===== config.mk =====
export PLATFORM = sky130hd
export DESIGN_NAME = weighted_priority_task_picker_top
export DESIGN_NICKNAME = d
export VERILOG_FILES = /design/src/wptp_pkg.sv /design/src/weighted_priority_task_picker_top.sv /design/src/wptp_ctrl.sv /design/src/wptp_dp.sv
export SDC_FILE = /design/constraint.sdc
export NUM_CORES = 2
export LEC_CHECK = 0
export BUFFER_PORTS_ARGS = -buffer_cell sky130_fd_sc_hd__clkbuf_2
export CORE_MARGIN = 2
export CORE_UTILIZATION = 65
export DETAILED_ROUTE_END_ITERATION = 6
export GPL_ROUTABILITY_DRIVEN = 0
export GPL_TIMING_DRIVEN = 0
export PLACE_DENSITY_LB_ADDON = 0.08
export SYNTH_ARGS = -nofsm -noshare
export SYNTH_HDL_FRONTEND = slang
export SYNTH_SLANG_ARGS = --single-unit

===== constraint.sdc =====
create_clock -name clk_i -period 21.6 [get_ports clk_i]
set_input_delay 1.08 -clock clk_i [delete_from_list [all_inputs] [get_ports clk_i]]
set_output_delay 1.08 -clock clk_i [all_outputs]
set_load 0.05 [all_outputs]

===== src/wptp_pkg.sv =====
// shared types and constants of the weighted priority task picker
package wptp_pkg;

  localparam int unsigned MAX_ENTRIES = 32;

  localparam logic [7:0] WEIGHT_INIT = 8'd100;
  localparam logic [7:0] CUT_BASE    = 8'd9;
  // floor(4*p/50) == (p*82) >> 10 for every 8-bit p
  localparam logic [6:0] PRIO_RECIP  = 7'd82;
  localparam int unsigned RECIP_SHIFT = 10;

  typedef enum logic [1:0] {
    REQ_ADD    = 2'd0,
    REQ_REMOVE = 2'd1,
    REQ_PICK   = 2'd2
  } req_e;

  typedef enum logic [1:0] {
    ST_OK        = 2'd0,
    ST_FULL      = 2'd1,
    ST_NOT_FOUND = 2'd2,
    ST_EMPTY     = 2'd3
  } status_e;

  typedef enum logic [2:0] {
    S_IDLE,
    S_ADD_WR,
    S_RM_SCAN,
    S_RM_SHIFT,
    S_PK_SCAN,
    S_PK_CALC,
    S_PK_UPD
  } state_e;

  typedef enum logic [1:0] {
    RD_NONE,
    RD_LAST,
    RD_SCAN
  } rd_sel_e;

  typedef enum logic [1:0] {
    WR_NONE,
    WR_ADD,
    WR_SHIFT,
    WR_UPD
  } wr_sel_e;

  typedef enum logic [1:0] {
    ID_ZERO,
    ID_NEW,
    ID_WIN
  } id_sel_e;

  typedef struct packed {
    logic [15:0] id;
    logic [7:0]  prio;
    logic [7:0]  weight;
  } entry_t;

  typedef struct packed {
    logic    load;
    logic    clr;
    rd_sel_e rd;
    wr_sel_e wr;
    logic    cnt_dec;
    logic    track;
    logic    calc;
    logic    fin;
    status_e status;
    id_sel_e id_sel;
  } cmd_t;

  typedef struct packed {
    logic empty;
    logic full;
    logic last;
    logic match;
  } stat_t;

endpackage


===== src/weighted_priority_task_picker_top.sv =====
// top level of the weighted priority task picker
//
// A request word (req_type_i, priority_req_i, target_id_i) is taken at a
// rising edge where start is high and busy is low. Each request gives
// exactly one result word on result_id_o and status_o, shown for a single
// cycle with done_o high; the receiver cannot stall it.
// A full table answers an add, and an empty one a remove or pick, without
// a scan, as does an unused code. Otherwise an add reads the last entry
// and writes the new one behind it, a remove scans the entry memory one
// entry per cycle and shifts the later entries down, and a pick scans it
// once to find the heaviest weight and once more to rewrite the weights.
// busy falls as the result is issued, so the next request may be accepted
// in the cycle that shows done_o.
// Reset empties the table at once; entry contents need no clearing.
module weighted_priority_task_picker_top #(
  parameter int unsigned MaxEntries = wptp_pkg::MAX_ENTRIES
) (
  input  logic        clk_i,
  input  logic        rst_ni,
  input  logic        start,
  output logic        busy,
  input  logic [1:0]  req_type_i,
  input  logic [7:0]  priority_req_i,
  input  logic [15:0] target_id_i,
  output logic        done_o,
  output logic [15:0] result_id_o,
  output logic [1:0]  status_o
);

  wptp_pkg::cmd_t  cmd;
  wptp_pkg::stat_t stat;

  wptp_ctrl u_ctrl (
    .clk_i      (clk_i),
    .rst_ni     (rst_ni),
    .start      (start),
    .busy       (busy),
    .req_type_i (req_type_i),
    .stat_i     (stat),
    .cmd_o      (cmd)
  );

  wptp_dp #(
    .MaxEntries (MaxEntries)
  ) u_dp (
    .clk_i          (clk_i),
    .rst_ni         (rst_ni),
    .cmd_i          (cmd),
    .stat_o         (stat),
    .priority_req_i (priority_req_i),
    .target_id_i    (target_id_i),
    .done_o         (done_o),
    .result_id_o    (result_id_o),
    .status_o       (status_o)
  );

endmodule


===== src/wptp_ctrl.sv =====
// controller state machine of the task picker
module wptp_ctrl (
  input  logic             clk_i,
  input  logic             rst_ni,
  input  logic             start,
  output logic             busy,
  input  logic [1:0]       req_type_i,
  input  wptp_pkg::stat_t  stat_i,
  output wptp_pkg::cmd_t   cmd_o
);

  wptp_pkg::state_e state_q, state_d;

  always_ff @(posedge clk_i or negedge rst_ni) begin
    if (!rst_ni) begin
      state_q <= wptp_pkg::S_IDLE;
    end else begin
      state_q <= state_d;
    end
  end

  assign busy = (state_q != wptp_pkg::S_IDLE);

  always_comb begin
    state_d        = state_q;
    cmd_o          = '0;
    cmd_o.rd       = wptp_pkg::RD_NONE;
    cmd_o.wr       = wptp_pkg::WR_NONE;
    cmd_o.status   = wptp_pkg::ST_OK;
    cmd_o.id_sel   = wptp_pkg::ID_ZERO;
    case (state_q)
      wptp_pkg::S_IDLE: begin
        if (start) begin
          cmd_o.load = 1'b1;
          cmd_o.clr  = 1'b1;
          case (wptp_pkg::req_e'(req_type_i))
            wptp_pkg::REQ_ADD: begin
              if (stat_i.full) begin
                cmd_o.fin    = 1'b1;
                cmd_o.status = wptp_pkg::ST_FULL;
              end else begin
                cmd_o.rd = wptp_pkg::RD_LAST;
                state_d  = wptp_pkg::S_ADD_WR;
              end
            end
            wptp_pkg::REQ_REMOVE: begin
              if (stat_i.empty) begin
                cmd_o.fin    = 1'b1;
                cmd_o.status = wptp_pkg::ST_NOT_FOUND;
              end else begin
                state_d = wptp_pkg::S_RM_SCAN;
              end
            end
            wptp_pkg::REQ_PICK: begin
              if (stat_i.empty) begin
                cmd_o.fin    = 1'b1;
                cmd_o.status = wptp_pkg::ST_EMPTY;
              end else begin
                state_d = wptp_pkg::S_PK_SCAN;
              end
            end
            default: begin
              cmd_o.fin = 1'b1;
            end
          endcase
        end
      end
      wptp_pkg::S_ADD_WR: begin
        cmd_o.wr     = wptp_pkg::WR_ADD;
        cmd_o.fin    = 1'b1;
        cmd_o.id_sel = wptp_pkg::ID_NEW;
        state_d      = wptp_pkg::S_IDLE;
      end
      wptp_pkg::S_RM_SCAN: begin
        cmd_o.rd = wptp_pkg::RD_SCAN;
        if (stat_i.match) begin
          if (stat_i.last) begin
            cmd_o.cnt_dec = 1'b1;
            cmd_o.fin     = 1'b1;
            state_d       = wptp_pkg::S_IDLE;
          end else begin
            state_d = wptp_pkg::S_RM_SHIFT;
          end
        end else if (stat_i.last) begin
          cmd_o.fin    = 1'b1;
          cmd_o.status = wptp_pkg::ST_NOT_FOUND;
          state_d      = wptp_pkg::S_IDLE;
        end
      end
      wptp_pkg::S_RM_SHIFT: begin
        cmd_o.rd = wptp_pkg::RD_SCAN;
        cmd_o.wr = wptp_pkg::WR_SHIFT;
        if (stat_i.last) begin
          cmd_o.cnt_dec = 1'b1;
          cmd_o.fin     = 1'b1;
          state_d       = wptp_pkg::S_IDLE;
        end
      end
      wptp_pkg::S_PK_SCAN: begin
        cmd_o.rd    = wptp_pkg::RD_SCAN;
        cmd_o.track = 1'b1;
        if (stat_i.last) begin
          state_d = wptp_pkg::S_PK_CALC;
        end
      end
      wptp_pkg::S_PK_CALC: begin
        cmd_o.calc = 1'b1;
        cmd_o.clr  = 1'b1;
        state_d    = wptp_pkg::S_PK_UPD;
      end
      wptp_pkg::S_PK_UPD: begin
        cmd_o.rd = wptp_pkg::RD_SCAN;
        cmd_o.wr = wptp_pkg::WR_UPD;
        if (stat_i.last) begin
          cmd_o.fin    = 1'b1;
          cmd_o.id_sel = wptp_pkg::ID_WIN;
          state_d      = wptp_pkg::S_IDLE;
        end
      end
      default: begin
        state_d = wptp_pkg::S_IDLE;
      end
    endcase
  end

endmodule


===== src/wptp_dp.sv =====
// datapath of the task picker: entry memory, scan counter and weight arithmetic
module wptp_dp #(
  parameter int unsigned MaxEntries = wptp_pkg::MAX_ENTRIES
) (
  input  logic            clk_i,
  input  logic            rst_ni,
  input  wptp_pkg::cmd_t  cmd_i,
  output wptp_pkg::stat_t stat_o,
  input  logic [7:0]      priority_req_i,
  input  logic [15:0]     target_id_i,
  output logic            done_o,
  output logic [15:0]     result_id_o,
  output logic [1:0]      status_o
);

  localparam int unsigned CW = $clog2(MaxEntries + 1);
  localparam int unsigned AW = (MaxEntries > 1) ? $clog2(MaxEntries) : 1;

  wptp_pkg::entry_t mem_q [MaxEntries];
  wptp_pkg::entry_t rdata_q;
  wptp_pkg::entry_t wr_data;

  logic [CW-1:0] count_q, cnt_q, ridx_q, win_q;
  logic [CW-1:0] last_idx, rd_addr, wr_addr;
  logic          rvld_q, rd_en, wr_en, done_q;
  logic [7:0]    prio_q, best_q, win_prio_q, j_q, delta_q;
  logic [15:0]   tid_q, win_id_q, new_id, res_id_q;
  logic [1:0]    res_status_q;
  logic [14:0]   prod;
  logic [7:0]    cut, j_d, inc;

  assign last_idx = count_q - CW'(1);
  assign new_id   = (count_q == '0) ? 16'd0 : rdata_q.id + 16'd1;

  assign stat_o.empty = (count_q == '0);
  assign stat_o.full  = (count_q == CW'(MaxEntries));
  assign stat_o.last  = rvld_q && (ridx_q == last_idx);
  assign stat_o.match = rvld_q && (rdata_q.id == tid_q);

  // priority cut of the winner and weight shift of every entry
  assign prod = 15'(win_prio_q) * 15'(wptp_pkg::PRIO_RECIP);
  assign cut  = wptp_pkg::CUT_BASE - 8'(prod[14:wptp_pkg::RECIP_SHIFT]);
  assign j_d  = wptp_pkg::WEIGHT_INIT - best_q;
  assign inc  = (ridx_q == win_q) ? delta_q : j_q;

  always_comb begin
    rd_en   = 1'b0;
    rd_addr = cnt_q;
    case (cmd_i.rd)
      wptp_pkg::RD_SCAN: begin
        rd_en = (cnt_q < count_q);
      end
      wptp_pkg::RD_LAST: begin
        rd_en   = (count_q != '0);
        rd_addr = last_idx;
      end
      default: begin
        rd_en = 1'b0;
      end
    endcase
  end

  always_comb begin
    wr_en   = 1'b0;
    wr_addr = ridx_q;
    wr_data = rdata_q;
    case (cmd_i.wr)
      wptp_pkg::WR_ADD: begin
        wr_en   = 1'b1;
        wr_addr = count_q;
        wr_data = '{id: new_id, prio: prio_q, weight: wptp_pkg::WEIGHT_INIT};
      end
      wptp_pkg::WR_SHIFT: begin
        wr_en   = rvld_q;
        wr_addr = ridx_q - CW'(1);
      end
      wptp_pkg::WR_UPD: begin
        wr_en          = rvld_q;
        wr_data.weight = rdata_q.weight + inc;
      end
      default: begin
        wr_en = 1'b0;
      end
    endcase
  end

  // entry memory, one write and one registered read per cycle
  always_ff @(posedge clk_i) begin
    if (wr_en) begin
      mem_q[wr_addr[AW-1:0]] <= wr_data;
    end
    if (rd_en) begin
      rdata_q <= mem_q[rd_addr[AW-1:0]];
    end
  end

  always_ff @(posedge clk_i or negedge rst_ni) begin
    if (!rst_ni) begin
      count_q <= '0;
      cnt_q   <= '0;
      rvld_q  <= 1'b0;
      done_q  <= 1'b0;
    end else begin
      rvld_q <= rd_en;
      done_q <= cmd_i.fin;
      if (cmd_i.clr) begin
        cnt_q <= '0;
      end else if (cmd_i.rd == wptp_pkg::RD_SCAN && rd_en) begin
        cnt_q <= cnt_q + CW'(1);
      end
      if (cmd_i.wr == wptp_pkg::WR_ADD) begin
        count_q <= count_q + CW'(1);
      end else if (cmd_i.cnt_dec) begin
        count_q <= count_q - CW'(1);
      end
    end
  end

  always_ff @(posedge clk_i) begin
    ridx_q <= rd_addr;
    if (cmd_i.load) begin
      prio_q <= priority_req_i;
      tid_q  <= target_id_i;
    end
    if (cmd_i.track && rvld_q && (ridx_q == '0 || rdata_q.weight > best_q)) begin
      best_q     <= rdata_q.weight;
      win_q      <= ridx_q;
      win_id_q   <= rdata_q.id;
      win_prio_q <= rdata_q.prio;
    end
    if (cmd_i.calc) begin
      j_q     <= j_d;
      delta_q <= j_d - cut;
    end
    if (cmd_i.fin) begin
      res_status_q <= cmd_i.status;
      case (cmd_i.id_sel)
        wptp_pkg::ID_NEW: res_id_q <= new_id;
        wptp_pkg::ID_WIN: res_id_q <= win_id_q;
        default:          res_id_q <= 16'd0;
      endcase
    end
  end

  assign done_o      = done_q;
  assign result_id_o = res_id_q;
  assign status_o    = res_status_q;

endmodule


==> metrics.txt <==
vias 27.06k; critical setup path kind flop to flop; Worst IR Drop VDD 0.0001136 V; layout cell share with drive strength beyond 1 0.1782; cts hold-fix bufs 0; setup TNS 0 ns; Synth Area in XOR/XNOR 0.01310; I/O Buffers 48; number of flops mapped to enable cells by yosys 1152; Routed WL per cell 29.29 um; crit start category flop; die extent in x 279.1 um; critical path, cell by cell ha_1 -> fa_1 -> ha_1 -> ha_1 -> nand4_1 -> o211ai_1 -> o211ai_1 -> xnor2_1 -> inv_1 -> ha_1 -> mux2i_1 -> a2111oi_0 -> ha_1 -> or3_1 -> o21ai_0 -> a21oi_1 -> xnor2_1 -> xnor2_1; clock buffer depth 3; CTS tree done; count of different cell masters after synthesis 69; post-CTS setup buffer count 0; CP max FO 5; crit share post-route 0.2606; Ys Warns 0; number of global-route vias before repair 27.37k; Placed Area 51920 um2; fmax 0.1777 GHz; most used cell, CP ha_1; Setup violations, final 0; crit path capture type flop; Synth Area in Compound Gates 0.04942; synthesized flop and latch total 1175; Starting Density 0.6586; pin count of the biggest net entering global routing 33; Post-Synth Simple-Gate Area 0.02960; GRT Total Usage 0.3133; Setup Skew 0.01982 ns; post-synth net total 2963; row cnt 100; number of hold violations in the final report 0; IO Count 49; CTS sink count 1175; Seq/Total Area, Yosys 0.7142; Synth Instances 2860; relative slew slack 0.04085; Tot Pwr 0.008064 W; CP arrival 6.01 ns; synthesized area per cell 17.20 um2; final worst slack 15.97 ns; Max Cap Viol 0; Crit path max-delay family adder cells; nets 3177; DP HPWL 82.39 mm; Detail Route Antenna Nets 0; Core Area 74700 um2; Root Driver clkbuf_16; initial antenna violation count 2; Main synth FF type edfxtp_1; Num CTS Buffers 114; pre-CTS setup slack 15.18 ns; RSZ-0062 raised after global routing false; Slew Limit Fails 0; H-tree levels 3; Worst path max stage delay 0.95 ns; main combinational cell family by area after synthesis multiplexers; WL final 121.1 mm; mux share of post-synthesis cell area 0.1538; first-pass GRT wire length 175.4 mm; worst hold path type input port to async pin; GRT Residual Overflow 0; Area Overhead vs Synth 13.17%; detailed-router iteration count before antenna repair 5; Tmin final 5.628 ns; Vias/cell 6.545; CTS-repair resized insts 0; outcome finished clean; clk slew on worst S/H paths 0.07 ns; adder-cell share of the synthesized area 0.01943; starting DRC count in detailed routing 3544; Pwr Density 144.8 nW/um2; Cell Area, Synth 49200 um2; worst skew pair latency 0.68 ns; P_leak 19.68 nW; Final Cell Area 55680 um2; # diodes 0; most common cell after layout, fill and taps aside edfxtp_1; DRC errors left 0; async set-reset flop share out of synthesis 0.01447; Slew @ Worst Pin 1.435 ns; die area 77910 um2; most frequent cells in the layout edfxtp_1 (1152), mux2i_1 (586), mux2_2 (149), clkbuf_16 (116), clkbuf_1 (76); WP data required 21.98 ns; die height 279.1 um; Bufs and invs on worst path 1; slowest cell on the critical path a2111oi_0
cell families after synthesis:
logic type	count (synthesis)
buf+inv	188
compound gates	334
simple gates	280
flops	1175
xor+xnor	72
mux	737
fa+ha+maj	74
path summary, 6_finish.rpt:
check,endpoint,startpoint,slack [ns],depth (start not counted)
min in group clk_i,u_dp.win_q[2],u_dp.ridx_q[2],0.45,0
max in group asynchronous,u_dp.cnt_q[3],rst_ni,20.92,1
max,u_dp.delta_q[7],u_dp.win_prio_q[4],15.97,18
min,u_dp.cnt_q[5],rst_ni,0.36,1
min reg2reg,u_dp.win_q[2],u_dp.ridx_q[2],0.45,0
max reg2reg,u_dp.delta_q[7],u_dp.win_prio_q[4],15.97,18
flip-flops by register name (all words and copies together) (netlist names):
name / flops
u_dp.mem_q: 1024
u_dp.rdata_q: 32
u_dp.result_id_o: 16
u_dp.tid_q: 16
u_dp.win_id_q: 16
u_dp.best_q: 8
u_dp.delta_q: 8
u_dp.j_q: 8
u_dp.prio_q: 8
u_dp.win_prio_q: 8
u_dp.cnt_q: 6
u_dp.count_q: 6
u_dp.ridx_q: 6
u_dp.win_q: 6
u_ctrl.state_q: 3
u_dp.status_o: 2
u_dp.done_o: 1
u_dp.rvld_q: 1
cells in the mapped netlist, types with 4 or more instances:
master,instances,area (um2)
a2111oi_0,5,43.79
a211oi_1,4,30.03
a21o_1,15,112.6
a21oi_1,55,275.3
a22o_1,39,341.6
a22oi_1,64,480.5
a31oi_1,4,25.02
and2_1,5,31.28
and3_1,6,37.54
buf_2,24,120.1
buf_4,40,300.3
buf_6,15,168.9
clkbuf_1,58,217.7
dfrtp_1,17,425.4
dfxtp_1,6,120.1
edfxtp_1,1152,34590
fa_1,4,80.08
ha_1,70,875.8
inv_1,45,168.9
mux2_2,149,1678
mux2i_1,587,5876
nand2_1,66,247.7
nand2b_1,8,50.05
nand3_1,18,90.09
nand4_1,12,75.07
nor2_1,77,289.0
nor2b_1,11,68.82
nor3_1,18,90.09
nor4_1,24,150.1
nor4_2,10,125.1
o211ai_1,4,30.03
o21a_1,4,30.03
o21ai_0,46,230.2
o2bb2ai_1,63,551.8
o31ai_1,6,45.04
or3_1,9,56.30
xnor2_1,50,437.9
xor2_1,21,183.9
metrics by stage:
| stage | hold slack [ns] | util | instances |
|---|---|---|---|
| 5_1_grt | 0.3665 | 0.7454 | 4134 |
| 3_3_place_gp | 0.4370 | 0.6781 | 3877 |
| 4_1_cts | 0.3353 | 0.7452 | 4133 |
| 3_5_place_dp | 0.4259 | 0.6950 | 3926 |
| 2_1_floorplan | 0.4064 | - | 2860 |
| 6_report | 0.3585 | 0.7454 | 4134 |
final cells by class:
cell class,instances,area (um2)
Clock inverter,71,745.7
Buffer,141,825.8
Multi-Input combinational cell,1497,13400
Timing Repair Buffer,98,1179
Inverter,47,177.7
Sequential cell,1175,35140
Fill cell,4291,19020
Clock buffer,136,2998
Tap cell,969,1212
where the power goes:
group / total [W] / internal (W) / switching [W]
registers: 0.00323 / 0.00311 / 0.000113
clock network: 0.00199 / 0.00116 / 0.000825
logic: 0.00285 / 0.000958 / 0.00189
total: 0.00806 / 0.00524 / 0.00283
per-layer routing:
metal  vias up  track usage  wire (um)
li1      11700            -          -
met1     13650       0.4217      46540
met2      1488       0.5240      59240
met3       227      0.05472      11540
met4         2       0.1024       3743
met5         -            0         10
Note: power is estimated with default switching activity, not from simulation.
